File: src/rtl/core/assert_macros.svh
// Assertion macros for the plotter RTL.
// No dependencies; included inside module bodies.
`ifndef ASSERT_MACROS_SVH
`define ASSERT_MACROS_SVH

// Property that must hold at every clock edge outside reset.
`define TPP_ASSERT(lbl, clk, rst_n, prop) \
    lbl: assert property (@(posedge clk) disable iff (!rst_n) (prop)) \
        else $error("tpp assertion failed");

// Implication checked in the same cycle.
`define TPP_ASSERT_IMP(lbl, clk, rst_n, ante, cons) \
    lbl: assert property (@(posedge clk) disable iff (!rst_n) (ante) |-> (cons)) \
        else $error("tpp assertion failed");

`endif

File: src/rtl/core/tpp_pkg.sv
// Package for the turtle plotter: command codes, headings, register map.
// No dependencies.
`timescale 1ns / 1ps
`default_nettype none

package tpp_pkg;

    typedef enum logic [2:0] {
        REQ_PEN_UP   = 3'd0,
        REQ_PEN_DOWN = 3'd1,
        REQ_RIGHT    = 3'd2,
        REQ_LEFT     = 3'd3,
        REQ_MOVE     = 3'd4,
        REQ_PRINT    = 3'd5,
        REQ_END      = 3'd6
    } t_req;

    typedef enum logic [1:0] {
        HEAD_EAST  = 2'd0,
        HEAD_SOUTH = 2'd1,
        HEAD_WEST  = 2'd2,
        HEAD_NORTH = 2'd3
    } t_head;

    localparam int  ADDR_W      = 3;
    localparam logic REG_START_X = 1'b0;
    localparam logic REG_START_Y = 1'b1;
    localparam int  START_RESET = 15;

endpackage

`default_nettype wire

File: src/rtl/core/turtle_pen_plotter_grid_unit.sv
// Turtle plotter top level: command decode, grid memory, print output queue.
// Depends on tpp_pkg and assert_macros.svh.
`timescale 1ns / 1ps
`default_nettype none

// The grid (GRID rows of GRID bits) sits in a synchronous memory with one read and
// one write port and per-row valid flags, so it reads as cleared right after reset
// without a sweep.
// A move with the pen down walks the touched rows through read-modify-write,
// one row per cycle: up to min(distance, GRID - x) rows east, min(distance,
// x + 1) rows west (x the current x position) and one row for north/south.
// Print reads one row per cycle into a two-word output queue while the output
// side keeps up; a stalled output holds it back. A new command is taken once
// the previous one has issued its last memory read, while printed words may
// still wait in the queue.
module turtle_pen_plotter_grid_unit #(
    parameter int GRID = 32
) (
    input  wire logic                      i_clk,
    input  wire logic                      i_rst_n,
    input  wire logic                      i_in_valid,
    output logic                           o_in_ready,
    input  wire logic [2:0]                i_req_type,
    input  wire logic [4:0]                i_distance,
    output logic                           o_out_valid,
    input  wire logic                      i_out_ready,
    output logic [4:0]                     o_row_index,
    output logic [31:0]                    o_row_bits,
    output logic                           o_last_row,
    input  wire logic                      psel,
    input  wire logic                      penable,
    input  wire logic                      pwrite,
    input  wire logic [tpp_pkg::ADDR_W-1:0] paddr,
    input  wire logic [31:0]               pwdata,
    output logic [31:0]                    prdata,
    output logic                           pready
);
    import tpp_pkg::*;
    `include "assert_macros.svh"

    localparam int CW = (GRID > 1) ? $clog2(GRID) : 1;
    localparam int LW = CW + 1;
    localparam int XW = ((CW > 5) ? CW : 5) + 2;
    localparam int RST_POS = (GRID - 1 < START_RESET) ? GRID - 1 : START_RESET;

    typedef enum logic [1:0] {S_IDLE, S_ROWS, S_PRINT} t_state;

    t_state            r_state;
    logic [CW-1:0]     r_pos_x, r_pos_y;
    logic [4:0]        r_start_x, r_start_y;
    t_head             r_head;
    logic              r_pen, r_halt;
    logic [CW-1:0]     r_row;
    logic [LW-1:0]     r_left;
    logic              r_dir;
    logic [GRID-1:0]   r_mask;

    logic [GRID-1:0]   r_mem [GRID];
    logic [GRID-1:0]   r_vld;
    logic [GRID-1:0]   r_mem_q;
    logic              r_vld_q;
    logic              r_wr_vld;
    logic [CW-1:0]     r_wr_addr;
    logic [GRID-1:0]   r_wr_mask;
    logic              r_pr_vld;
    logic [CW-1:0]     r_pr_idx;
    logic              r_pr_last;

    logic [4:0]        r_fq_idx [2];
    logic [31:0]       r_fq_bits [2];
    logic              r_fq_last [2];
    logic              r_fq_wp, r_fq_rp;
    logic [1:0]        r_fq_cnt;

    logic              in_acc, cfg_wr, pop, credit_ok, rd_en;
    logic [CW-1:0]     rd_addr;
    logic [GRID-1:0]   row_data, wr_data;
    logic [2:0]        fq_used;
    logic [XW-1:0]     dx, px, py, sum_x, sum_y, cnt_e, cnt_w, hi_s, hi_n, lo_n;
    logic [CW-1:0]     newx_e, newx_w, newy_s, newy_n;
    logic [GRID-1:0]   mask_s, mask_n, mask_col;

    function automatic logic [GRID-1:0] low_mask(input logic [XW-1:0] n);
        logic [GRID-1:0] m;
        for (int j = 0; j < GRID; j++) begin
            m[j] = (XW'(j) < n);
        end
        return m;
    endfunction

    function automatic logic [CW-1:0] clamp_start(input logic [4:0] v);
        return (XW'(v) > XW'(GRID - 1)) ? CW'(GRID - 1) : CW'(v);
    endfunction

    assign in_acc     = i_in_valid & o_in_ready;
    assign o_in_ready = (r_state == S_IDLE);
    assign cfg_wr     = psel & penable & pwrite & pready;
    assign pready     = 1'b1;
    assign prdata     = (paddr[2] == REG_START_Y) ? {27'd0, r_start_y} : {27'd0, r_start_x};

    assign o_out_valid = (r_fq_cnt != 2'd0);
    assign o_row_index = r_fq_idx[r_fq_rp];
    assign o_row_bits  = r_fq_bits[r_fq_rp];
    assign o_last_row  = r_fq_last[r_fq_rp];
    assign pop         = o_out_valid & i_out_ready;
    assign fq_used     = 3'(r_fq_cnt) + 3'(r_pr_vld) - 3'(pop);
    assign credit_ok   = (fq_used < 3'd2);

    assign rd_en   = (r_state == S_ROWS) || ((r_state == S_PRINT) && credit_ok);
    assign rd_addr = r_row;

    assign row_data = r_vld_q ? r_mem_q : '0;
    assign wr_data  = row_data | r_wr_mask;

    // move geometry
    assign dx     = XW'(i_distance);
    assign px     = XW'(r_pos_x);
    assign py     = XW'(r_pos_y);
    assign sum_x  = px + dx;
    assign sum_y  = py + dx;
    assign cnt_e  = (dx < XW'(GRID) - px) ? dx : XW'(GRID) - px;
    assign cnt_w  = (dx < px + XW'(1)) ? dx : px + XW'(1);
    assign newx_e = (sum_x > XW'(GRID - 1)) ? CW'(GRID - 1) : CW'(sum_x);
    assign newx_w = (px >= dx) ? CW'(px - dx) : '0;
    assign newy_s = (sum_y > XW'(GRID - 1)) ? CW'(GRID - 1) : CW'(sum_y);
    assign newy_n = (py >= dx) ? CW'(py - dx) : '0;
    assign hi_s   = (sum_y < XW'(GRID)) ? sum_y : XW'(GRID);
    assign hi_n   = py + XW'(1);
    assign lo_n   = (hi_n >= dx) ? hi_n - dx : '0;
    assign mask_s = low_mask(hi_s) & ~low_mask(py);
    assign mask_n = low_mask(hi_n) & ~low_mask(lo_n);
    assign mask_col = GRID'(1) << r_pos_y;

    always_ff @(posedge i_clk) begin
        if (!i_rst_n) begin
            r_state   <= S_IDLE;
            r_pos_x   <= CW'(RST_POS);
            r_pos_y   <= CW'(RST_POS);
            r_start_x <= 5'(START_RESET);
            r_start_y <= 5'(START_RESET);
            r_head    <= HEAD_EAST;
            r_pen     <= 1'b0;
            r_halt    <= 1'b0;
            r_vld     <= '0;
            r_wr_vld  <= 1'b0;
            r_pr_vld  <= 1'b0;
            r_fq_wp   <= 1'b0;
            r_fq_rp   <= 1'b0;
            r_fq_cnt  <= 2'd0;
        end else begin
            r_wr_vld <= (r_state == S_ROWS);
            r_pr_vld <= (r_state == S_PRINT) && credit_ok;
            if (r_wr_vld) begin
                r_vld[r_wr_addr] <= 1'b1;
            end
            if (r_pr_vld) begin
                r_fq_wp <= ~r_fq_wp;
            end
            if (pop) begin
                r_fq_rp <= ~r_fq_rp;
            end
            r_fq_cnt <= r_fq_cnt + 2'(r_pr_vld) - 2'(pop);

            case (r_state)
                S_IDLE: begin
                    if (in_acc && !r_halt) begin
                        case (t_req'(i_req_type))
                            REQ_PEN_UP:   r_pen  <= 1'b0;
                            REQ_PEN_DOWN: r_pen  <= 1'b1;
                            REQ_RIGHT:    r_head <= t_head'(r_head + 2'd1);
                            REQ_LEFT:     r_head <= t_head'(r_head + 2'd3);
                            REQ_END:      r_halt <= 1'b1;
                            REQ_PRINT: begin
                                r_state <= S_PRINT;
                                r_row   <= '0;
                                r_left  <= LW'(GRID);
                                r_dir   <= 1'b0;
                            end
                            REQ_MOVE: begin
                                r_row <= r_pos_x;
                                case (r_head)
                                    HEAD_EAST: begin
                                        r_pos_x <= newx_e;
                                        r_left  <= LW'(cnt_e);
                                        r_dir   <= 1'b0;
                                        r_mask  <= mask_col;
                                    end
                                    HEAD_WEST: begin
                                        r_pos_x <= newx_w;
                                        r_left  <= LW'(cnt_w);
                                        r_dir   <= 1'b1;
                                        r_mask  <= mask_col;
                                    end
                                    HEAD_SOUTH: begin
                                        r_pos_y <= newy_s;
                                        r_left  <= LW'(1);
                                        r_dir   <= 1'b0;
                                        r_mask  <= mask_s;
                                    end
                                    default: begin
                                        r_pos_y <= newy_n;
                                        r_left  <= LW'(1);
                                        r_dir   <= 1'b0;
                                        r_mask  <= mask_n;
                                    end
                                endcase
                                if (r_pen && (i_distance != 5'd0)) begin
                                    r_state <= S_ROWS;
                                end
                            end
                            default: ;
                        endcase
                    end else if (cfg_wr) begin
                        if (paddr[2] == REG_START_X) begin
                            r_start_x <= pwdata[4:0];
                            r_pos_x   <= clamp_start(pwdata[4:0]);
                        end else begin
                            r_start_y <= pwdata[4:0];
                            r_pos_y   <= clamp_start(pwdata[4:0]);
                        end
                    end
                end
                S_ROWS, S_PRINT: begin
                    if (rd_en) begin
                        r_row  <= r_dir ? r_row - CW'(1) : r_row + CW'(1);
                        r_left <= r_left - LW'(1);
                        if (r_left == LW'(1)) begin
                            r_state <= S_IDLE;
                        end
                    end
                end
                default: r_state <= S_IDLE;
            endcase
        end
    end

    // grid memory, queue payload and read tags
    always_ff @(posedge i_clk) begin
        if (r_wr_vld) begin
            r_mem[r_wr_addr] <= wr_data;
        end
        if (rd_en) begin
            r_mem_q <= r_mem[rd_addr];
            r_vld_q <= r_vld[rd_addr];
        end
        r_wr_addr <= r_row;
        r_wr_mask <= r_mask;
        r_pr_idx  <= r_row;
        r_pr_last <= (r_left == LW'(1));
        if (r_pr_vld) begin
            r_fq_idx[r_fq_wp]  <= 5'(r_pr_idx);
            r_fq_bits[r_fq_wp] <= 32'(row_data);
            r_fq_last[r_fq_wp] <= r_pr_last;
        end
    end

    `TPP_ASSERT(a_fq_no_overflow, i_clk, i_rst_n, (3'(r_fq_cnt) + 3'(r_pr_vld)) <= 3'd2)
    `TPP_ASSERT(a_one_read_kind, i_clk, i_rst_n, !(r_wr_vld && r_pr_vld))
    `TPP_ASSERT_IMP(a_no_rmw_overlap, i_clk, i_rst_n, r_wr_vld && rd_en, rd_addr != r_wr_addr)
    `TPP_ASSERT_IMP(a_last_row_idx, i_clk, i_rst_n, o_out_valid && o_last_row, o_row_index == 5'(GRID - 1))

endmodule

`default_nettype wire

File: config.mk
export PLATFORM = sky130hd
export DESIGN_NAME = turtle_pen_plotter_grid_unit
export DESIGN_NICKNAME = d
export VERILOG_FILES = /design/src/rtl/core/tpp_pkg.sv /design/src/rtl/core/turtle_pen_plotter_grid_unit.sv
export VERILOG_INCLUDE_DIRS = /design/src /design/src/rtl/core
export SDC_FILE = /design/constraint.sdc
export NUM_CORES = 1
export LEC_CHECK = 0
export BUFFER_PORTS_ARGS = -buffer_cell sky130_fd_sc_hd__clkbuf_2
export CORE_MARGIN = 2
export CORE_UTILIZATION = 35
export CTS_BUF_LIST = sky130_fd_sc_hd__clkbuf_8
export DETAILED_ROUTE_END_ITERATION = 10
export GPL_TIMING_DRIVEN = 0
export PLACE_DENSITY_LB_ADDON = 0.3
export SYNTH_ARGS = -nofsm -noshare
export SYNTH_HDL_FRONTEND = slang
export SYNTH_SLANG_ARGS = --single-unit
File: constraint.sdc
create_clock -name i_clk -period 3.2 [get_ports i_clk]
set_input_delay 0.32 -clock i_clk [delete_from_list [all_inputs] [get_ports i_clk]]
set_output_delay 0.32 -clock i_clk [all_outputs]
set_load 0.03 [all_outputs]
* Word-level counts from Yosys, hierarchy flattened
Memories as Yosys holds them, arrays and structs flattened. A register that Yosys moved wholly into a read port is not among the register bits.
Index checks and enable logic that the tools add are counted.
** Storage, ports and cells
- Bits in registers :: 147
- Latch bits :: 0
- RAM bits :: 1100
- Bits in read-only memories :: 0
- Bits of input ports :: 50
- Output and inout port bits :: 73
- Word-level logic and storage cells :: 303
- Memories :: 4
** Cells by class
- $add $sub $neg :: 17
- Multipliers :: 0
- Divide/modulo/power cells :: 0
- Magnitude comparators :: 140
- Eq/ne operators :: 20
- Shift-type cells :: 1
- Multiplexer cells :: 55
- Bitwise gates (word level) :: 14
- Reductions and logical operators :: 30
** Memory list
- r_mem :: depth 32, width 32, read ports 1, clocked after Yosys merged registers in 1, wr ports 1, line turtle_pen_plotter_grid_unit.sv:58 : logic [GRID-1:0] r_mem [GRID];
- r_fq_bits :: depth 2, width 32, read ports 1, clocked after Yosys merged registers in 1, wr ports 1, line turtle_pen_plotter_grid_unit.sv:70 : logic [31:0] r_fq_bits [2];
- r_fq_idx :: depth 2, width 5, read ports 1, clocked after Yosys merged registers in 1, wr ports 1, line turtle_pen_plotter_grid_unit.sv:69 : logic [4:0] r_fq_idx [2];
- r_fq_last :: depth 2, width 1, read ports 1, clocked after Yosys merged registers in 1, wr ports 1, line turtle_pen_plotter_grid_unit.sv:71 : logic r_fq_last [2];
** Operators by type and width (number)
- 5-bit by 6-bit < comparator with 1-bit output (first input constant) :: 32
- 5-bit by 7-bit < comparator with 1-bit output (first input constant) :: 16
- 4-bit by 6-bit < comparator with 1-bit output (first input constant) :: 16
- 5-bit < comparator (first input constant) :: 16
- 5-bit 2-to-1 mux :: 16
- 32-bit bitwise AND :: 2
- 32-bit inverter :: 2
- 32-bit OR :: 2
- 32-bit one-hot mux with 2 select lines :: 1
- 4-bit by 7-bit < comparator with 1-bit output (first input constant) :: 8
- 3-bit by 6-bit < comparator with 1-bit output (first input constant) :: 8
- 4-bit by 5-bit < comparator with 1-bit output (first input constant) :: 8
- 5-bit one-hot mux with 2 select lines :: 4
- 6-bit one-hot mux with 2 select lines :: 3
- 32-bit 2-to-1 mux :: 1
- 1-bit by 5-bit left shift with 32-bit output (first input constant) :: 1
- 6-bit 2-to-1 mux :: 5
- 3-bit by 7-bit < comparator with 1-bit output (first input constant) :: 4
- 1-bit by 6-bit < comparator with 1-bit output (first input constant) :: 4
- 2-bit by 6-bit < comparator with 1-bit output (first input constant) :: 4
- 3-bit by 5-bit < comparator with 1-bit output (first input constant) :: 4
- 5-bit AND reduction :: 4
- 4-bit AND reduction :: 4
- 1-bit by 7-bit < comparator with 1-bit output (first input constant) :: 2
- 53 further kinds :: 110

* Depth between registers and ports, before layout
- Depth in word-level cells :: 8
- Gate-level depth with buffers :: 15
- Gate-level depth less buffers :: 15

* Least setup slack after synthesis
No wires, ideal clock.
- Path type :: reg-to-reg
- Start point :: reg r_pos_y[1]
- End point :: reg r_mask[29] (data pin)
- Library setup time :: 261 ps
- Arrival :: 3202 ps
- Data required time :: 2939 ps
- Path slack :: -263 ps
- Stages on the path, launching flop included :: 13
- Buffers on the path :: 1
- Clock period less this slack :: 3463 ps
- Path through :: dfxtp_1 -> clkbuf_1 -> inv_1 -> ha_1 -> inv_1 -> fa_1 -> nand2b_1 -> a21oi_1 -> xor2_1 -> nand2_1 -> o21ai_0 -> a211oi_1 -> a311o_1
** On the way
- Word-level cells in the longest chain between the ends :: 7
- Elaborated cells on any way between the ends :: 17
- Those cells by class :: add/sub (3); order compare (6); shift (1); mux (3); bitwise (4)
** Ends and longest elaborated chain
- start, declared :: line turtle_pen_plotter_grid_unit.sv:49 : logic [CW-1:0] r_pos_x, r_pos_y;
- start signal, assigned :: line turtle_pen_plotter_grid_unit.sv:138 : r_pos_y <= CW'(RST_POS);
- start signal, assigned :: line turtle_pen_plotter_grid_unit.sv:195 : r_pos_y <= newy_s;
- start signal, assigned :: line turtle_pen_plotter_grid_unit.sv:201 : r_pos_y <= newy_n;
- 5-bit by 1-bit adder with 6-bit output :: line turtle_pen_plotter_grid_unit.sv:128 : assign hi_n = py + XW'(1);
- 6-bit by 5-bit subtractor with 7-bit output / 6-bit by 5-bit greater-or-equal comparator with 1-bit output (equally long branches) :: line turtle_pen_plotter_grid_unit.sv:129 : assign lo_n = (hi_n >= dx) ? hi_n - dx : '0;
- 7-bit 2-to-1 mux :: line turtle_pen_plotter_grid_unit.sv:129
- 5-bit by 7-bit < comparator with 1-bit output :: line turtle_pen_plotter_grid_unit.sv:86 : m[j] = (XW'(j) < n);
- 32-bit inverter :: line turtle_pen_plotter_grid_unit.sv:131 : assign mask_n = low_mask(hi_n) & ~low_mask(lo_n);
- 32-bit bitwise AND :: line turtle_pen_plotter_grid_unit.sv:131
- 32-bit one-hot mux with 2 select lines (*) :: line turtle_pen_plotter_grid_unit.sv:181 : case (r_head)
- end signal, assigned :: line turtle_pen_plotter_grid_unit.sv:186 : r_mask <= mask_col;
- end signal, assigned :: line turtle_pen_plotter_grid_unit.sv:192 : r_mask <= mask_col;
- end signal, assigned :: line turtle_pen_plotter_grid_unit.sv:198 : r_mask <= mask_s;
- end, declared :: line turtle_pen_plotter_grid_unit.sv:56 : logic [GRID-1:0] r_mask;
Mark *: on every way between the ends. The rest lies on a longest branch, timed or not.
A chain may end at the register's enable or synchronous reset.

* Final worst setup path
- Start point :: reg r_pos_y[1]
- End point :: reg r_mask[28] (data pin)
Same word-level chain as after synthesis.

==> summary.md <==
| Metric | Value |
|---|---|
| Outcome | `finished with violations` |
| Violated checks | `setup timing` |
| Vias per cell | `5.38` |
| Setup ws final | `-0.0435 ns` |
| Worst IR drop on VDD | `363 µV` |
| Root Buffer | `clkbuf_8` |
| TritonRoute pass-1 iters | `5` |
| WL/cell | `27.7 µm` |
| Pre-CTS WS | `-1.18 ns` |
| Die ar. | `152,000 µm²` |
| Area Overhead vs Synth | `16.9%` |
| Initial antenna violation count | `7` |
| Post-synthesis sequential area ratio | `72.0%` |
| Slowest CP cell | `dfxtp_4` |
| Most common cell on crit path | `clkinvlp_4` |
| Nets | `3,243` |
| R2r endpoint | `r_mask[28]` |
| CTS tree | `yes` |
| IO Pins | `123` |
| Period minus WS final | `~3.2 ns` |
| Die width | `389 µm` |
| Mapped Area | `52,000 µm²` |
| DR iter-0 viols | `3,004` |
| Fin crit share | `101%` |
| Vias | `between 20,000 and 30,000` |
| Setup slack, reg-to-reg | `-0.04 ns` |
| HPWL Detailed | `97.6 mm` |
| Hold Path Sink | `r_start_y[2]` |
| DR DRC count | `0` |
| Max-slew violation count | `0` |
| DRT Wirelength | `145 mm` |
| Clk Latency, worst-skew pair | `0.90 ns` |
| First-pass GRT wire length | `207 mm` |
| Slew @ Worst Pin | `1.16 ns` |
| Initial core utilization | `35.2%` |
| Die Height | `389 µm` |
| Crit Path Category | `flip-flop to flip-flop` |
| Reg clk slew, reported paths | `0.06 ns` |
| Final GP Congestion | `between 0.9 and 1` |
| Gate Count Post-Synth | `2,744` |
| Tot GR Track Use | `19.1%` |
| Final hold slack | `roughly 0.10 ns` |
| Main flop type after synthesis | `edfxtp_1` |
| Req. time, crit path | `3.84 ns` |
| Placed Cells | `4,804` |
| Max-Cap Viols | `0` |
| Max FO, Critical Path | `6` |
| Clk_skew | `0.0634 ns` |
| Max clock buf depth | `3` |
| Total power | `37.1 mW` |
| WP data arrival | `3.88 ns` |
| Max_slew headroom | `22.7%` |
| Critical path's largest stage delay | `0.39 ns` |
| Leak | `19.7 nW` |
| Ys Warns | `0` |
| HP Start | `penable` |
| Num CTS Buffers | `202` |
| Cell-by-cell trace of the critical path | `clkbuf_16 -> clkinvlp_4 -> ha_4 -> clkinvlp_4 -> fa_2 -> nand2b_4 -> a21oi_4 -> xnor2_1 -> nor2_2 -> a31oi_1 -> o221ai_2 -> o211ai_1` |
| Largest net degree at the start of global routing | `33` |
| Average size of a mapped cell | `roughly 19 µm²` |
| Proportion of layout cells with a drive suffix above 1 | `32.5%` |
| Clock sinks | `1,280` |
| Pwr Density | `610 nW/µm²` |
| Final setup fails | `3` |
| Core Area | `148,000 µm²` |
| Min-Delay Path Class | `input port to flip-flop` |
| CP Capture Type | `flip-flop` |
| Final hold violations | `0` |
| Max frequency | `between 0.3 and 0.4 GHz` |
| R2R cell count | `12` |
| H-Tree Level Count | `4` |
| RSZ-0062 raised after global routing | `yes` |
| Hold path depth | `5` |
| Fraction of registers with async set/reset | `0%` |
| Vias in the first global route | `between 20,000 and 30,000` |
| Grt ovf | `0` |
| EDFF count, synth | `1,177` |
| Startpoint Class | `flip-flop` |
| Post-synth cell types | `76` |
| IO buf count | `64` |
| Launch point of the worst reg-to-reg path | `r_pos_y[1]` |
| ANT nets after route | `0` |
| Flip-flop and latch count after synthesis | `about 1,300` |
| Fin cells | `5,219` |
| Num rows | `about 140` |
| FILL cells | `12,973` |
## placed cells by master, fill, tap and decap left out, types with 58 or more instances in the layout
cell type,Yosys,layout
buf_4,31,92
clkbuf_2,0,96
clkbuf_8,0,211
dfxtp_1,103,96
edfxtp_1,1177,1177
inv_1,43,121
mux2_2,76,76
mux4_2,330,330
nand2_1,86,80
nor2_1,187,153
o21ai_0,64,58
## Yosys cell counts, drive strengths merged (20+ instances only)
library cell | n | share of area (%)
a21oi | 49 | 0.47
and2 | 47 | 0.57
buf | 73 | 0.82
clkbuf | 85 | 0.61
dfxtp | 103 | 4.0
edfxtp | 1177 | 68
ha | 55 | 1.3
inv | 44 | 0.32
mux2 | 76 | 1.6
mux2i | 20 | 0.39
mux4 | 330 | 14
nand2 | 86 | 0.62
nand3 | 29 | 0.30
nor2 | 187 | 1.4
o21ai | 70 | 0.68
or2 | 41 | 0.49
## layer usage
| layer | vias to the layer above | part of all wire (%) | track usage (%) |
|---|---|---|---|
| li1 | 11828 | - | - |
| met1 | 14860 | 44 | 27.1 |
| met2 | 1154 | 46 | 29.5 |
| met3 | 227 | 7.2 | 3.71 |
| met4 | 2 | 2.9 | 6.32 |
| met5 | - | 0.0055 | 0 |
## per-stage QoR
stage | setup TNS (ns) | cell area, µm² | util, %
finish | -0.0734 | 60700 | 41.1
global route | -0.879 | 60700 | 41.1
CTS | -0.0219 | 60500 | 41.0
detailed placement | -69.74 | 56000 | 37.9
global placement | -2004.85 | 54900 | 37.2
floorplan | 0 | 52100 | -
## kinds of logic (layout without fill, tap and decap cells)
logic type	after synthesis	count (layout)	share of synthesized area [%]
compound gates	254	254	3.29
mux	426	426	16.3
xor+xnor	34	34	0.573
buf+inv	204	721	1.77
other cells	2	30	0.0144
simple gates	482	482	4.48
fa+ha+maj	62	62	1.59
flops	1280	1280	72.0
## flip-flops by register name (all words and copies together) (netlist names), 2 cells and up, named ones only
| name | cells |
|---|---|
| r_fq_bits | 64 |
| r_fq_cnt | 2 |
| r_fq_idx | 10 |
| r_fq_last | 2 |
| r_head | 2 |
| r_left | 6 |
| r_mask | 32 |
| r_mem | 1024 |
| r_mem_q | 32 |
| r_pos_x | 5 |
| r_pos_y | 5 |
| r_pr_idx | 5 |
| r_row | 5 |
| r_start_x | 5 |
| r_start_y | 5 |
| r_state | 2 |
| r_vld | 32 |
| r_wr_mask | 32 |
## worst max path at each step
| stage | startpoint | endpoint | slack, ns | cells past startpoint |
|---|---|---|---|---|
| floorplan | r_pos_y[1] | r_mask[17] | 0.001 | 12 |
| global placement | r_pr_idx[2] | r_mem[5][16] | -2.19 | 2 |
| detailed placement | r_pos_y[1] | r_mask[25] | -1.18 | 12 |
| CTS | r_pos_y[1] | r_mask[14] | -0.01 | 13 |
| global route | r_pos_y[0] | r_mask[14] | -0.12 | 12 |
| finish | r_pos_y[1] | r_mask[28] | -0.04 | 12 |
## power breakdown
part           total, mW  switching, mW  internal (mW)
clock               12.7           6.35           6.40
sequential          19.0          0.147           18.8
combinational       5.35           3.39           1.96
total               37.1           9.89           27.2
## repair_timing
item | CTS | global route
gates resized for setup | 166 | 29
hold endpoints to repair | 29 | 0
buffers inserted | 29 | 12
cloned | 1 | 0
hold buffers | 15 | 0
endpoints found under the setup margin | 142 | 57
pin swaps | 24 | 13
## critical path: cells and delay by family (launching register included)
kind,cells,cell delay (ns)
adders and majority gates,2,0.69
buffers and inverters,3,0.37
DFF,1,0.39
xor gates and xnor gates,1,0.27
and+or+nand+nor,2,0.28
AOI/OAI and AO/OA,4,1.01
## area by class of cell
type                       instances  area, µm²  share of cell area, %
antenna                            2       5.00                0.00824
buffer                           154        931                   1.53
clock buffer                     210       2890                   4.76
clock inverter                   150        779                   1.28
inverter                          46        198                  0.325
multi-input combinational       1286      14500                   23.8
sequential                      1280      37400                   61.6
tap                             1930       2410                   3.98
timing repair buffer             160       1640                   2.70
timing repair inverter             1       7.51                 0.0124
No activity file was read; power rests on OpenSTA's default activity.
